**config.mk**
```make
export PLATFORM = sky130hd
export DESIGN_NAME = variable_latency_exec_pipeline_top
export DESIGN_NICKNAME = d
export VERILOG_FILES = /design/src/hdl/vlep_pkg.sv /design/src/hdl/variable_latency_exec_pipeline_top.sv /design/src/hdl/vlep_front.sv /design/src/hdl/vlep_back.sv
export SDC_FILE = /design/constraint.sdc
export NUM_CORES = 2
export LEC_CHECK = 0
export ABC_AREA = 1
export BUFFER_PORTS_ARGS = -buffer_cell sky130_fd_sc_hd__clkbuf_2
export CAP_MARGIN = 0
export CORE_MARGIN = 2
export CORE_UTILIZATION = 55
export CTS_CLUSTER_DIAMETER = 80
export CTS_CLUSTER_SIZE = 8
export DETAILED_ROUTE_END_ITERATION = 8
export HOLD_SLACK_MARGIN = 0.15
export PLACE_DENSITY = 0.8
export SLEW_MARGIN = 40
export SYNTH_ARGS = -nofsm -noshare
export SYNTH_HDL_FRONTEND = slang
export SYNTH_SLANG_ARGS = --single-unit
```
**constraint.sdc**
```tcl
create_clock -name clk -period 10.8 [get_ports clk]
set_input_delay 1.62 -clock clk [delete_from_list [all_inputs] [get_ports clk]]
set_output_delay 1.62 -clock clk [all_outputs]
set_load 0.005 [all_outputs]
```
**src/hdl/vlep_pkg.sv**
```systemverilog
// Shared types, constants and codes for the variable-latency execution pipeline.
`timescale 1ns / 1ps
package vlep_pkg;

  // Pipeline geometry.
  localparam int PIPE_DEPTH = 16;
  localparam int MASK_BITS  = 64;

  localparam int PIPE_IDX_W = $clog2(PIPE_DEPTH);
  localparam int MASK_IDX_W = $clog2(MASK_BITS);
  localparam int FLIGHT_W   = $clog2(PIPE_DEPTH + 1);

  // Front-to-back item queue.
  localparam int QUEUE_DEPTH = 2;
  localparam int QUEUE_IDX_W = (QUEUE_DEPTH > 1) ? $clog2(QUEUE_DEPTH) : 1;
  localparam int QUEUE_CNT_W = $clog2(QUEUE_DEPTH + 1);

  // Field widths of the beats.
  localparam int LAT_W    = 6;
  localparam int CNT_W    = 6;
  localparam int WARP_W   = 16;
  localparam int KERNEL_W = 8;
  localparam int WORD_W   = 32;

  // Input mode codes.
  localparam logic [1:0] MODE_TICK  = 2'd0;
  localparam logic [1:0] MODE_ISSUE = 2'd1;

  typedef enum logic [1:0] {
    OP_TICK,
    OP_ISSUE,
    OP_QUERY
  } op_t;

  typedef enum logic [1:0] {
    KIND_RETIRE   = 2'd0,
    KIND_MOVE     = 2'd1,
    KIND_DISPATCH = 2'd2,
    KIND_STATUS   = 2'd3
  } kind_t;

  typedef enum logic [2:0] {
    BS_IDLE,
    BS_RETIRE,
    BS_SHIFT,
    BS_MOVE,
    BS_DISP,
    BS_STATUS
  } back_state_t;

  typedef struct packed {
    op_t                 op;
    logic                port_free;
    logic [WORD_W-1:0]   pc;
    logic [WARP_W-1:0]   warp;
    logic [KERNEL_W-1:0] kernel;
    logic [WORD_W-1:0]   serial;
    logic [LAT_W-1:0]    latency;
    logic [LAT_W-1:0]    interval;
    logic [CNT_W-1:0]    count;
  } item_t;

  typedef struct packed {
    kind_t               kind;
    logic                entry_valid;
    logic [WARP_W-1:0]   warp;
    logic [KERNEL_W-1:0] kernel;
    logic [WORD_W-1:0]   serial;
    logic [WORD_W-1:0]   pc;
    logic                may_issue;
    logic                issue_refused;
    logic                last;
  } result_t;

endpackage

```
**src/hdl/variable_latency_exec_pipeline_top.sv**
```systemverilog
// Top level of the variable-latency execution pipeline: front end, item queue and back end.
`timescale 1ns / 1ps
// Usage:
// The input channel (in_valid/in_ready) takes one beat per item: a tick that advances the
// execution unit by one clock, an issue that loads the dispatch register, or a query that
// asks whether an instruction of a given latency may issue. The output channel
// (out_valid/out_ready) returns the result beats of each item in order; the final beat of
// every item is a status beat with last set.
// A query or issue passes from idle to the status state. A tick passes through the
// retire, shift, dispatch and status states, with one move beat per moved-down stage
// between shift and dispatch. The back end sequencer produces at most one result beat per
// cycle while the output is not stalled and works on one item at a time, taking a new item
// only once it is idle again. The front end queue holds two more items, so in_ready stays
// high while the back end is busy until the queue fills.
// Reset clears the pipeline occupancy, the dispatch register, the countdown, the mask, the
// occupancy count and the queue. Stage payloads are not cleared.
// When the receiver holds out_ready low, the output register keeps its beat, the back end
// stops, and once the queue is full in_ready drops.
module variable_latency_exec_pipeline_top import vlep_pkg::*; (
  input  logic                clk,
  input  logic                rst,
  input  logic                in_valid,
  output logic                in_ready,
  input  logic [1:0]          mode,
  input  logic                port_free,
  input  logic [WORD_W-1:0]   instr_pc,
  input  logic [WARP_W-1:0]   instr_warp,
  input  logic [KERNEL_W-1:0] instr_kernel,
  input  logic [WORD_W-1:0]   instr_serial,
  input  logic [LAT_W-1:0]    instr_latency,
  input  logic [LAT_W-1:0]    instr_interval,
  input  logic [CNT_W-1:0]    interval_count,
  output logic                out_valid,
  input  logic                out_ready,
  output logic [1:0]          kind,
  output logic                entry_valid,
  output logic [WARP_W-1:0]   out_warp,
  output logic [KERNEL_W-1:0] out_kernel,
  output logic [WORD_W-1:0]   out_serial,
  output logic [WORD_W-1:0]   out_pc,
  output logic                may_issue,
  output logic                issue_refused,
  output logic                last
);

  logic    item_valid;
  logic    item_ready;
  item_t   item;
  result_t res;

  // The front end decodes the mode and buffers items so input beats keep flowing while the
  // back end works through a tick.
  vlep_front u_front (
    .clk            (clk),
    .rst            (rst),
    .in_valid       (in_valid),
    .in_ready       (in_ready),
    .mode           (mode),
    .port_free      (port_free),
    .instr_pc       (instr_pc),
    .instr_warp     (instr_warp),
    .instr_kernel   (instr_kernel),
    .instr_serial   (instr_serial),
    .instr_latency  (instr_latency),
    .instr_interval (instr_interval),
    .interval_count (interval_count),
    .item_valid     (item_valid),
    .item_ready     (item_ready),
    .item           (item)
  );

  // The back end owns all execution state and drives the registered result beats.
  vlep_back u_back (
    .clk        (clk),
    .rst        (rst),
    .item_valid (item_valid),
    .item_ready (item_ready),
    .item       (item),
    .out_valid  (out_valid),
    .out_ready  (out_ready),
    .res        (res)
  );

  assign kind          = res.kind;
  assign entry_valid   = res.entry_valid;
  assign out_warp      = res.warp;
  assign out_kernel    = res.kernel;
  assign out_serial    = res.serial;
  assign out_pc        = res.pc;
  assign may_issue     = res.may_issue;
  assign issue_refused = res.issue_refused;
  assign last          = res.last;

endmodule

```
**src/hdl/vlep_front.sv**
```systemverilog
// Front end: accepts input beats, classifies the mode and queues items for the back end.
`timescale 1ns / 1ps
module vlep_front import vlep_pkg::*; (
  input  logic                clk,
  input  logic                rst,
  input  logic                in_valid,
  output logic                in_ready,
  input  logic [1:0]          mode,
  input  logic                port_free,
  input  logic [WORD_W-1:0]   instr_pc,
  input  logic [WARP_W-1:0]   instr_warp,
  input  logic [KERNEL_W-1:0] instr_kernel,
  input  logic [WORD_W-1:0]   instr_serial,
  input  logic [LAT_W-1:0]    instr_latency,
  input  logic [LAT_W-1:0]    instr_interval,
  input  logic [CNT_W-1:0]    interval_count,
  output logic                item_valid,
  input  logic                item_ready,
  output item_t               item
);

  item_t                  queue [QUEUE_DEPTH];
  logic [QUEUE_IDX_W-1:0] wr_ptr;
  logic [QUEUE_IDX_W-1:0] rd_ptr;
  logic [QUEUE_CNT_W-1:0] count;
  item_t                  new_item;
  logic                   push;
  logic                   pop;

  always_comb begin
    new_item = '{op: OP_QUERY, port_free: port_free, pc: instr_pc, warp: instr_warp,
                 kernel: instr_kernel, serial: instr_serial, latency: instr_latency,
                 interval: instr_interval, count: interval_count};
    // Mode codes other than tick and issue, 2 and 3, both behave as a query.
    case (mode)
      MODE_TICK:  new_item.op = OP_TICK;
      MODE_ISSUE: new_item.op = OP_ISSUE;
      default:    new_item.op = OP_QUERY;
    endcase
  end

  assign in_ready   = (count != QUEUE_CNT_W'(QUEUE_DEPTH));
  assign item_valid = (count != '0);
  assign item       = queue[rd_ptr];
  assign push       = in_valid && in_ready;
  assign pop        = item_valid && item_ready;

  always_ff @(posedge clk) begin
    if (push) begin
      queue[wr_ptr] <= new_item;
    end
  end

  always_ff @(posedge clk) begin
    if (rst) begin
      wr_ptr <= '0;
      rd_ptr <= '0;
      count  <= '0;
    end else begin
      if (push) begin
        wr_ptr <= (wr_ptr == QUEUE_IDX_W'(QUEUE_DEPTH - 1)) ? '0 : wr_ptr + 1'b1;
      end
      if (pop) begin
        rd_ptr <= (rd_ptr == QUEUE_IDX_W'(QUEUE_DEPTH - 1)) ? '0 : rd_ptr + 1'b1;
      end
      if (push && !pop) begin
        count <= count + 1'b1;
      end else if (pop && !push) begin
        count <= count - 1'b1;
      end
    end
  end

endmodule

```
**src/hdl/vlep_back.sv**
```systemverilog
// Back end: pipeline stages, dispatch register, reservation mask and the result sequencer.
`timescale 1ns / 1ps
module vlep_back import vlep_pkg::*; (
  input  logic    clk,
  input  logic    rst,
  input  logic    item_valid,
  output logic    item_ready,
  input  item_t   item,
  output logic    out_valid,
  input  logic    out_ready,
  output result_t res
);

  back_state_t state;
  back_state_t state_next;
  item_t       cur;

  logic [PIPE_DEPTH-1:0] stage_valid;
  logic [WARP_W-1:0]     stage_warp   [PIPE_DEPTH];
  logic [KERNEL_W-1:0]   stage_kernel [PIPE_DEPTH];
  logic [WORD_W-1:0]     stage_pc     [PIPE_DEPTH];
  logic [WORD_W-1:0]     stage_serial [PIPE_DEPTH];

  logic                  dv;
  logic [WORD_W-1:0]     d_pc;
  logic [WORD_W-1:0]     d_serial;
  logic [WARP_W-1:0]     d_warp;
  logic [KERNEL_W-1:0]   d_kernel;
  logic [LAT_W-1:0]      d_lat;
  logic [LAT_W-1:0]      d_ivl;
  logic [CNT_W-1:0]      cd;
  logic [MASK_BITS-1:0]  mask;
  logic [FLIGHT_W-1:0]   in_flight;
  logic [PIPE_IDX_W-1:0] idx;

  logic                  ofree;
  logic                  emit;
  result_t               res_next;
  logic                  load_cur;
  logic                  do_retire;
  logic                  do_shift;
  logic                  do_move;
  logic                  do_place;
  logic                  do_count;
  logic                  do_issue;
  logic                  do_mask_shift;
  logic                  empty_found;
  logic [PIPE_IDX_W-1:0] s0;
  logic [LAT_W:0]        diff;
  logic [PIPE_IDX_W-1:0] start;
  logic                  lat_ok;
  logic [MASK_IDX_W-1:0] lat_idx;
  logic [MASK_BITS-1:0]  mask_sh;

  // Lowest empty stage.
  always_comb begin
    empty_found = 1'b0;
    s0          = '0;
    for (int i = PIPE_DEPTH - 1; i >= 0; i--) begin
      if (!stage_valid[i]) begin
        empty_found = 1'b1;
        s0          = PIPE_IDX_W'(i);
      end
    end
  end

  // Start stage of the dispatched entry: latency minus interval, clamped to the row.
  always_comb begin
    diff = {1'b0, d_lat} - {1'b0, d_ivl};
    if (diff[LAT_W]) begin
      start = '0;
    end else if (diff >= (LAT_W + 1)'(PIPE_DEPTH)) begin
      start = PIPE_IDX_W'(PIPE_DEPTH - 1);
    end else begin
      start = diff[PIPE_IDX_W-1:0];
    end
  end

  assign lat_ok  = ({1'b0, cur.latency} < (LAT_W + 1)'(MASK_BITS));
  assign lat_idx = cur.latency[MASK_IDX_W-1:0];
  assign mask_sh = mask >> 1;
  assign ofree   = !out_valid || out_ready;

  always_comb begin
    state_next    = state;
    item_ready    = 1'b0;
    load_cur      = 1'b0;
    emit          = 1'b0;
    do_retire     = 1'b0;
    do_shift      = 1'b0;
    do_move       = 1'b0;
    do_place      = 1'b0;
    do_count      = 1'b0;
    do_issue      = 1'b0;
    do_mask_shift = 1'b0;
    res_next      = '0;
    res_next.kind = KIND_STATUS;
    case (state)
      BS_IDLE: begin
        item_ready = 1'b1;
        if (item_valid) begin
          load_cur   = 1'b1;
          state_next = (item.op == OP_TICK) ? BS_RETIRE : BS_STATUS;
        end
      end
      BS_RETIRE: begin
        if (ofree) begin
          if (stage_valid[0] && cur.port_free) begin
            do_retire            = 1'b1;
            emit                 = 1'b1;
            res_next.kind        = KIND_RETIRE;
            res_next.entry_valid = 1'b1;
            res_next.warp        = stage_warp[0];
            res_next.kernel      = stage_kernel[0];
            res_next.serial      = stage_serial[0];
            res_next.pc          = stage_pc[0];
          end
          state_next = BS_SHIFT;
        end
      end
      BS_SHIFT: begin
        if (in_flight != '0 && empty_found && s0 != PIPE_IDX_W'(PIPE_DEPTH - 1)) begin
          do_shift   = 1'b1;
          state_next = BS_MOVE;
        end else begin
          state_next = BS_DISP;
        end
      end
      BS_MOVE: begin
        // The row has already moved down; stage idx now holds what stood above it.
        if (ofree) begin
          do_move              = 1'b1;
          emit                 = 1'b1;
          res_next.kind        = KIND_MOVE;
          res_next.entry_valid = stage_valid[idx];
          res_next.warp        = stage_valid[idx] ? stage_warp[idx] : '0;
          if (idx == PIPE_IDX_W'(PIPE_DEPTH - 2)) begin
            state_next = BS_DISP;
          end
        end
      end
      BS_DISP: begin
        if (ofree) begin
          if (dv) begin
            if (cd == CNT_W'(1)) begin
              if (!stage_valid[start]) begin
                do_place             = 1'b1;
                emit                 = 1'b1;
                res_next.kind        = KIND_DISPATCH;
                res_next.entry_valid = 1'b1;
                res_next.warp        = d_warp;
              end
            end else begin
              do_count = 1'b1;
            end
          end
          state_next = BS_STATUS;
        end
      end
      BS_STATUS: begin
        if (ofree) begin
          emit          = 1'b1;
          res_next.kind = KIND_STATUS;
          res_next.last = 1'b1;
          case (cur.op)
            OP_ISSUE: begin
              res_next.issue_refused = dv;
              res_next.may_issue     = 1'b0;
              do_issue               = !dv;
            end
            OP_TICK: begin
              res_next.may_issue = !dv && !(lat_ok && mask_sh[lat_idx]);
              do_mask_shift      = 1'b1;
            end
            default: begin
              res_next.may_issue = !dv && !(lat_ok && mask[lat_idx]);
            end
          endcase
          state_next = BS_IDLE;
        end
      end
      default: begin
        state_next = BS_IDLE;
      end
    endcase
  end

  always_ff @(posedge clk) begin
    if (rst) begin
      state <= BS_IDLE;
    end else begin
      state <= state_next;
    end
  end

  always_ff @(posedge clk) begin
    if (load_cur) begin
      cur <= item;
    end
  end

  // Stage occupancy.
  always_ff @(posedge clk) begin
    if (rst) begin
      stage_valid <= '0;
    end else begin
      if (do_retire) begin
        stage_valid[0] <= 1'b0;
      end
      if (do_shift) begin
        for (int s = 0; s < PIPE_DEPTH - 1; s++) begin
          if (s >= int'(s0)) begin
            stage_valid[s] <= stage_valid[s+1];
          end
        end
        stage_valid[PIPE_DEPTH-1] <= 1'b0;
      end
      if (do_place) begin
        stage_valid[start] <= 1'b1;
      end
    end
  end

  // Stage payload.
  always_ff @(posedge clk) begin
    if (do_shift) begin
      for (int s = 0; s < PIPE_DEPTH - 1; s++) begin
        if (s >= int'(s0)) begin
          stage_warp[s]   <= stage_warp[s+1];
          stage_kernel[s] <= stage_kernel[s+1];
          stage_pc[s]     <= stage_pc[s+1];
          stage_serial[s] <= stage_serial[s+1];
        end
      end
    end
    if (do_place) begin
      stage_warp[start]   <= d_warp;
      stage_kernel[start] <= d_kernel;
      stage_pc[start]     <= d_pc;
      stage_serial[start] <= d_serial;
    end
  end

  // Dispatch register, countdown, reservation mask, occupancy count and move index.
  always_ff @(posedge clk) begin
    if (rst) begin
      dv        <= 1'b0;
      cd        <= '0;
      mask      <= '0;
      in_flight <= '0;
      idx       <= '0;
    end else begin
      if (do_issue) begin
        dv <= 1'b1;
        cd <= cur.count;
        if (lat_ok) begin
          mask[lat_idx] <= 1'b1;
        end
      end
      if (do_place) begin
        dv <= 1'b0;
      end
      if (do_count) begin
        cd <= cd - 1'b1;
      end
      if (do_mask_shift) begin
        mask <= mask_sh;
      end
      if (do_retire && in_flight != '0) begin
        in_flight <= in_flight - 1'b1;
      end else if (do_place) begin
        in_flight <= in_flight + 1'b1;
      end
      if (do_shift) begin
        idx <= s0;
      end else if (do_move) begin
        idx <= idx + 1'b1;
      end
    end
  end

  always_ff @(posedge clk) begin
    if (do_issue) begin
      d_pc     <= cur.pc;
      d_serial <= cur.serial;
      d_warp   <= cur.warp;
      d_kernel <= cur.kernel;
      d_lat    <= cur.latency;
      d_ivl    <= cur.interval;
    end
  end

  // Output register.
  always_ff @(posedge clk) begin
    if (rst) begin
      out_valid <= 1'b0;
    end else if (emit) begin
      out_valid <= 1'b1;
    end else if (out_ready) begin
      out_valid <= 1'b0;
    end
  end

  always_ff @(posedge clk) begin
    if (emit) begin
      res <= res_next;
    end
  end

endmodule

```
# --- Word-level counts from Yosys, hierarchy flattened ---
# Memory sizes are Yosys's and may differ from the RTL's. A register that Yosys moved wholly into a read port is not among the register bits.
# Index checks and enable logic that the tools add are counted.
totals:
  ff_bits: 407
  latch_bits: 0
  mem_bits_rw: 1626
  romBits: 0
  input_bits: 113
  wordCells: 324
  n_memories: 5
op_classes:
  n_addsub: 9
  mul: 0
  div: 0
  magnitude_cmp: 21
  n_eq_ne: 17
  shifts: 0
  mux: 192
  bitwise: 2
  n_reduce_logical: 42
mem_list:
  columns: ["name", "words", "word_bits", "read_ports", "rd_clocked_by_memory_dff", "write_ports", "line_no", "source"]
  rows:
  - ["u_back.stage_pc", 16, 32, 16, 0, 15, "vlep_back.sv:21", "logic [WORD_W-1:0] stage_pc [PIPE_DEPTH];"]
  - ["u_back.stage_serial", 16, 32, 16, 0, 15, "vlep_back.sv:22", "logic [WORD_W-1:0] stage_serial [PIPE_DEPTH];"]
  - ["u_back.stage_warp", 16, 16, 17, 1, 15, "vlep_back.sv:19", "logic [WARP_W-1:0] stage_warp [PIPE_DEPTH];"]
  - ["u_front.queue", 2, 109, 1, 1, 1, "vlep_front.sv:22", "item_t queue [QUEUE_DEPTH];"]
  - ["u_back.stage_kernel", 16, 8, 16, 0, 15, "vlep_back.sv:20", "logic [KERNEL_W-1:0] stage_kernel [PIPE_DEPTH];"]
op_table:
  columns: ["operator", "n"]
  rows:
  - ["$mux 91", 2]
  - ["$mux 63", 2]
  - ["$mux 1", 123]
  - ["$mux 4", 26]
  - ["$mux 16", 5]
  - ["$mux 19", 4]
  - ["$mux 32", 2]
  - ["$or 64x64->64", 1]
  - ["$reduce_or 32->1", 2]
  - ["$pmux 17 s3", 1]
  - ["$ge 4x4->1 const A", 7]
  - ["$mux 3", 8]
  - ["$mux 18", 1]
  - ["$pmux 3 s6", 1]
  - ["$ge 3x4->1 const A", 4]
  - ["$or 16x16->16", 1]
  - ["$reduce_or 16->1", 1]
  - ["$reduce_bool 2->1", 7]
  - ["$bmux 1 s6", 2]
  - ["$logic_and 1x1->1", 12]
  - ["$mux 6", 2]
  - ["$lt 4x5->1 const B", 2]
  - ["$mux 5", 2]
  - ["$ne 2x1->1 const B", 5]
  - ["other kinds (41)", 60]

# --- Depth between registers and ports, before layout ---
logic_depth:
  word_depth: 24
  mapped_depth: 25
  mapped_depth_nobuf: 23

# --- By module ---
# A second synthesis with hierarchy kept.
unflattened:
  hier_cells: 7304
  area_unflattened_um2: 84436.0
by_module_without_submodules:
  columns: ["module", "instances", "cells_per_inst", "area_each_um2"]
  rows:
  - ["vlep_back", 1, 6925, 76295.7]
  - ["vlep_front", 1, 379, 8140.3]

# --- Worst setup path after synthesis ---
# Ideal clock, no wire load.
synth_path:
  path_type: "register -> register"
  from: "reg u_back.stage_valid[6]"
  to: "mem u_back.stage_kernel[0][0] (enable)"
  arrival_time_ps: 7765
  required_ps: 10144
  path_slack_ps: 2379
  path_stages_with_launch: 11
  n_path_buf: 0
  period_less_slack_ps: 8421
  cell_sequence: "dfxtp_1 > inv_1 > nor3_1 > inv_1 > nand2_1 > nand2_1 > inv_1 > nand4_1 > nor2_1 > inv_1 > o21ai_0"
synth_lines:
  columns: ["element", "line_no", "source"]
  rows:
  - ["start: declaration", "vlep_back.sv:18", "logic [PIPE_DEPTH-1:0] stage_valid;"]
  - ["start signal: indexed assignment", "vlep_back.sv:213", "stage_valid[s] <= stage_valid[s+1];"]
  - ["end: declaration", "vlep_back.sv:20", null]

==> metrics.md <==
| Metric | Value |
|---|---|
| Clock skew | 0.06255 ns |
| Synth Instances | 7101 |
| Antenna diode count | 0 |
| CTS hold repair buffers | 0 |
| Slew Viols, Final | 0 |
| Post-Syn Area | 83650 µm² |
| Clk_lat worst skew | 0.89 ns |
| CP arrival | 5.62 ns |
| Highest Clock Rate | 0.1953 GHz |
| Final HPWL DP | 105200 µm |
| Antenna-violating nets left | 0 |
| Core area | 151500 µm² |
| Gp weighted congestion | 0.8728 |
| Slew headroom | 0.4254 |
| Commonest cells after routing, fill and taps aside | 1929 x edfxtp_1, 1817 x nand2_1, 1293 x o21ai_0 |
| Vias | 50590 |
| Vias/cell | 5.453 |
| Worst Setup End Kind | flop |
| Share of post-route cells with drive strength above 1 | 0.09012 |
| Clock slew at reported path FFs | 0.05 ns |
| Main synth FF type | edfxtp_1 |
| RSZ-0062 raised after global routing | no |
| Area share of and/or/nand/nor cells after synthesis | 0.1000 |
| Root Buffer | clkbuf_16 |
| Worst-Margin Slew | 0.8587 ns |
| IO Count | 209 |
| Seq/Total Area, Yosys | 0.7185 |
| Max cap viols | 0 |
| Status | complete, no violations |
| Largest family of logic cells by synthesized area | compound AO/OA/AOI/OAI gates |
| Worst EP required | 11.29 ns |
| Post_cts resized | 0 |
| Post-Synth XOR/XNOR Area | 0.001152 |
| Number of global-route vias before repair | 47570 |
| Final Hold Viols | 0 |
| TritonCTS clock tree | done |
| Starting Density | 0.5520 |
| Netlist cell types | 47 |
| Post-route setup slack | 5.679 ns |
| Die area | 155200 µm² |
| Syn Nets | 7230 |
| Synth Area in Compound Gates | 0.1201 |
| Synthesized area per cell | 11.78 µm² |
| Total grt overflow | 0 |
| Mux cell area share after synthesis | 0.006581 |
| Critical Path Fanout Max | 72 |
| Final Cycle Share | 0.4741 |
| Largest net degree at the start of global routing | 136 |
| First-pass iteration count of the detailed router | 6 |
| Area taken by multi-input logic gates | 19510 µm² |
| Asr flop ratio synth | 0 |
| Pleak | 35.48 nW |
| Final-report setup violation count | 0 |
| Adder-cell area share of the yosys netlist | 0.002573 |
| CP Class | reg2reg |
| Die height | 394.0 µm |
| FILL cells | 11070 |
| Worst IR Drop VDD | 0.0001666 V |
| Total wire length | 164700 µm |
| CTS buffer count | 305 |
| Place WS | 5.428 ns |
| DRC | 0 |
| Most common cell after layout, fill and taps aside | edfxtp_1 |
| # port buffers | 208 |
| Pwr/cell area | 197.8 nW/µm² |
| Min cycle time layout | 5.121 ns |
| Initial antenna violation count | 0 |
| First-pass GRT wire length | 262200 µm |
| GR Util All Layers | 0.2115 |
| Row count | 143 |
| Hold/Removal Path Class | reg2reg |
| FF+latch area | 60120 µm² |
| WL/cell | 17.75 µm |
| Clk buf depth | 4 |
| Crit start category | flop |
| H-tree levels | 5 |
| Ys Warns | 0 |
| Layout net count | 7318 |
| Synth Register Bits | 2038 |
| Setup TNS | 0 ns |
| Post-CTS setup buffers | 0 |
| Die width | 394.0 µm |
| DRT iter0 DRCs | 4686 |
| Post-synth EDFFs | 1929 |
| Clock Sinks | 2038 |
| Layout area overhead | 11.93% |
cells by family after synthesis:
group,count (synthesis)
and+or+nand+nor,2131
DFF,2038
AOI/OAI and AO/OA,1898
buffers and inverters,952
muxes,55
adders and majority gates,16
xor gates and xnor gates,11
per-stage QoR:
stage | hold slack, ns | power, mW | instance area (µm²) | instances | util
final | 0.3854 | 18.52 | 93640 | 9276 | 0.6179
after global routing | 0.4122 | 19.15 | 93640 | 9276 | 0.6179
after CTS | 0.3907 | 18.66 | 93520 | 9275 | 0.6171
after detailed placement | 0.4045 | 10.57 | 85530 | 8911 | 0.5644
after global placement | 0.4003 | 10.53 | 85390 | 8906 | 0.5634
after floorplan | 0.4003 | 10.15 | 83650 | 7101 | -
critical path, cell delays in order (launching register included):
cell,delay (ns)
edfxtp_1,0.36
inv_1,0.06
ha_1,0.13
inv_1,0.06
fa_1,0.43
inv_1,0.11
nor3_2,0.05
nor2_1,0.23
inv_1,0.27
nand2_2,0.29
o21ai_0,0.14
nand2_1,0.07
nand2_1,0.05
nand2_1,0.07
nand2_2,0.08
nor3_4,0.17
buf_4,0.39
nand3_4,0.56
o21ai_4,0.53
buf_6,0.54
power by group:
group	internal, mW	switching, mW	leakage (nW)
clock network	5.06	3.03	3.91
logic	0.253	0.849	13.2
registers	9.15	0.179	18.4
layer usage:
layer / vias up / part of all wire / global-route usage
li1: 25050 / - / -
met1: 23390 / 0.47 / 0.3225
met2: 1882 / 0.44 / 0.3119
met3: 266 / 0.076 / 0.03960
met4: 0 / 0.019 / 0.06062
met5: - / 0 / 0
final cells by class:
cell class / instances / share of cell area
clock buffer: 353 / 0.08412
clock inverter: 11 / 0.001256
sequential: 2038 / 0.6420
inverter: 455 / 0.01827
timing repair buffer: 278 / 0.01881
tap: 2030 / 0.02713
multi-input combinational: 4111 / 0.2084
path summary, 6_finish.rpt:
| kind | start | endpoint | slack, ns | cells past startpoint |
|---|---|---|---|---|
| worst max-delay path | u_back.d_lat[0] | u_back.stage_serial[0][23] | 5.68 | 19 |
| worst min-delay path | u_back.cur[50] | u_back.d_kernel[0] | 0.39 | 0 |
| worst max register to register | u_back.d_lat[0] | u_back.stage_serial[0][23] | 5.68 | 19 |
| worst min register to register | u_back.cur[50] | u_back.d_kernel[0] | 0.39 | 0 |
cells in the mapped netlist, types with 35 or more instances:
master    number  area share
nor2_1       173      0.0078
nand2_1     1827       0.082
a21oi_1      134      0.0080
a31oi_1       35      0.0026
o21ai_0     1297       0.078
o21ai_1      229       0.014
clkbuf_1     298       0.013
buf_2        103      0.0062
nand3_1       69      0.0041
dfxtp_1      109       0.026
o211ai_1     131       0.012
mux2i_1       55      0.0066
edfxtp_1    1929        0.69
buf_6         70      0.0094
inv_1        449       0.020
registers in the layout, summed over array words and instances, names as in the netlist, 5 cells and up, named ones only:
| register | flops |
|---|---|
| u_back.d_ivl | 6 |
| u_back.stage_kernel | 128 |
| u_back.d_lat | 6 |
| u_back.stage_warp | 256 |
| u_back.res | 94 |
| u_back.d_pc | 32 |
| u_back.stage_serial | 512 |
| u_back.cur | 103 |
| u_back.cd | 6 |
| u_back.in_flight | 5 |
| u_front.queue | 218 |
| u_back.d_warp | 16 |
| u_back.d_kernel | 8 |
| u_back.stage_valid | 16 |
| u_back.mask | 64 |
| u_back.d_serial | 32 |
| u_back.lat_idx | 6 |
| u_back.stage_pc | 512 |
(Power assumes the default switching activity.)
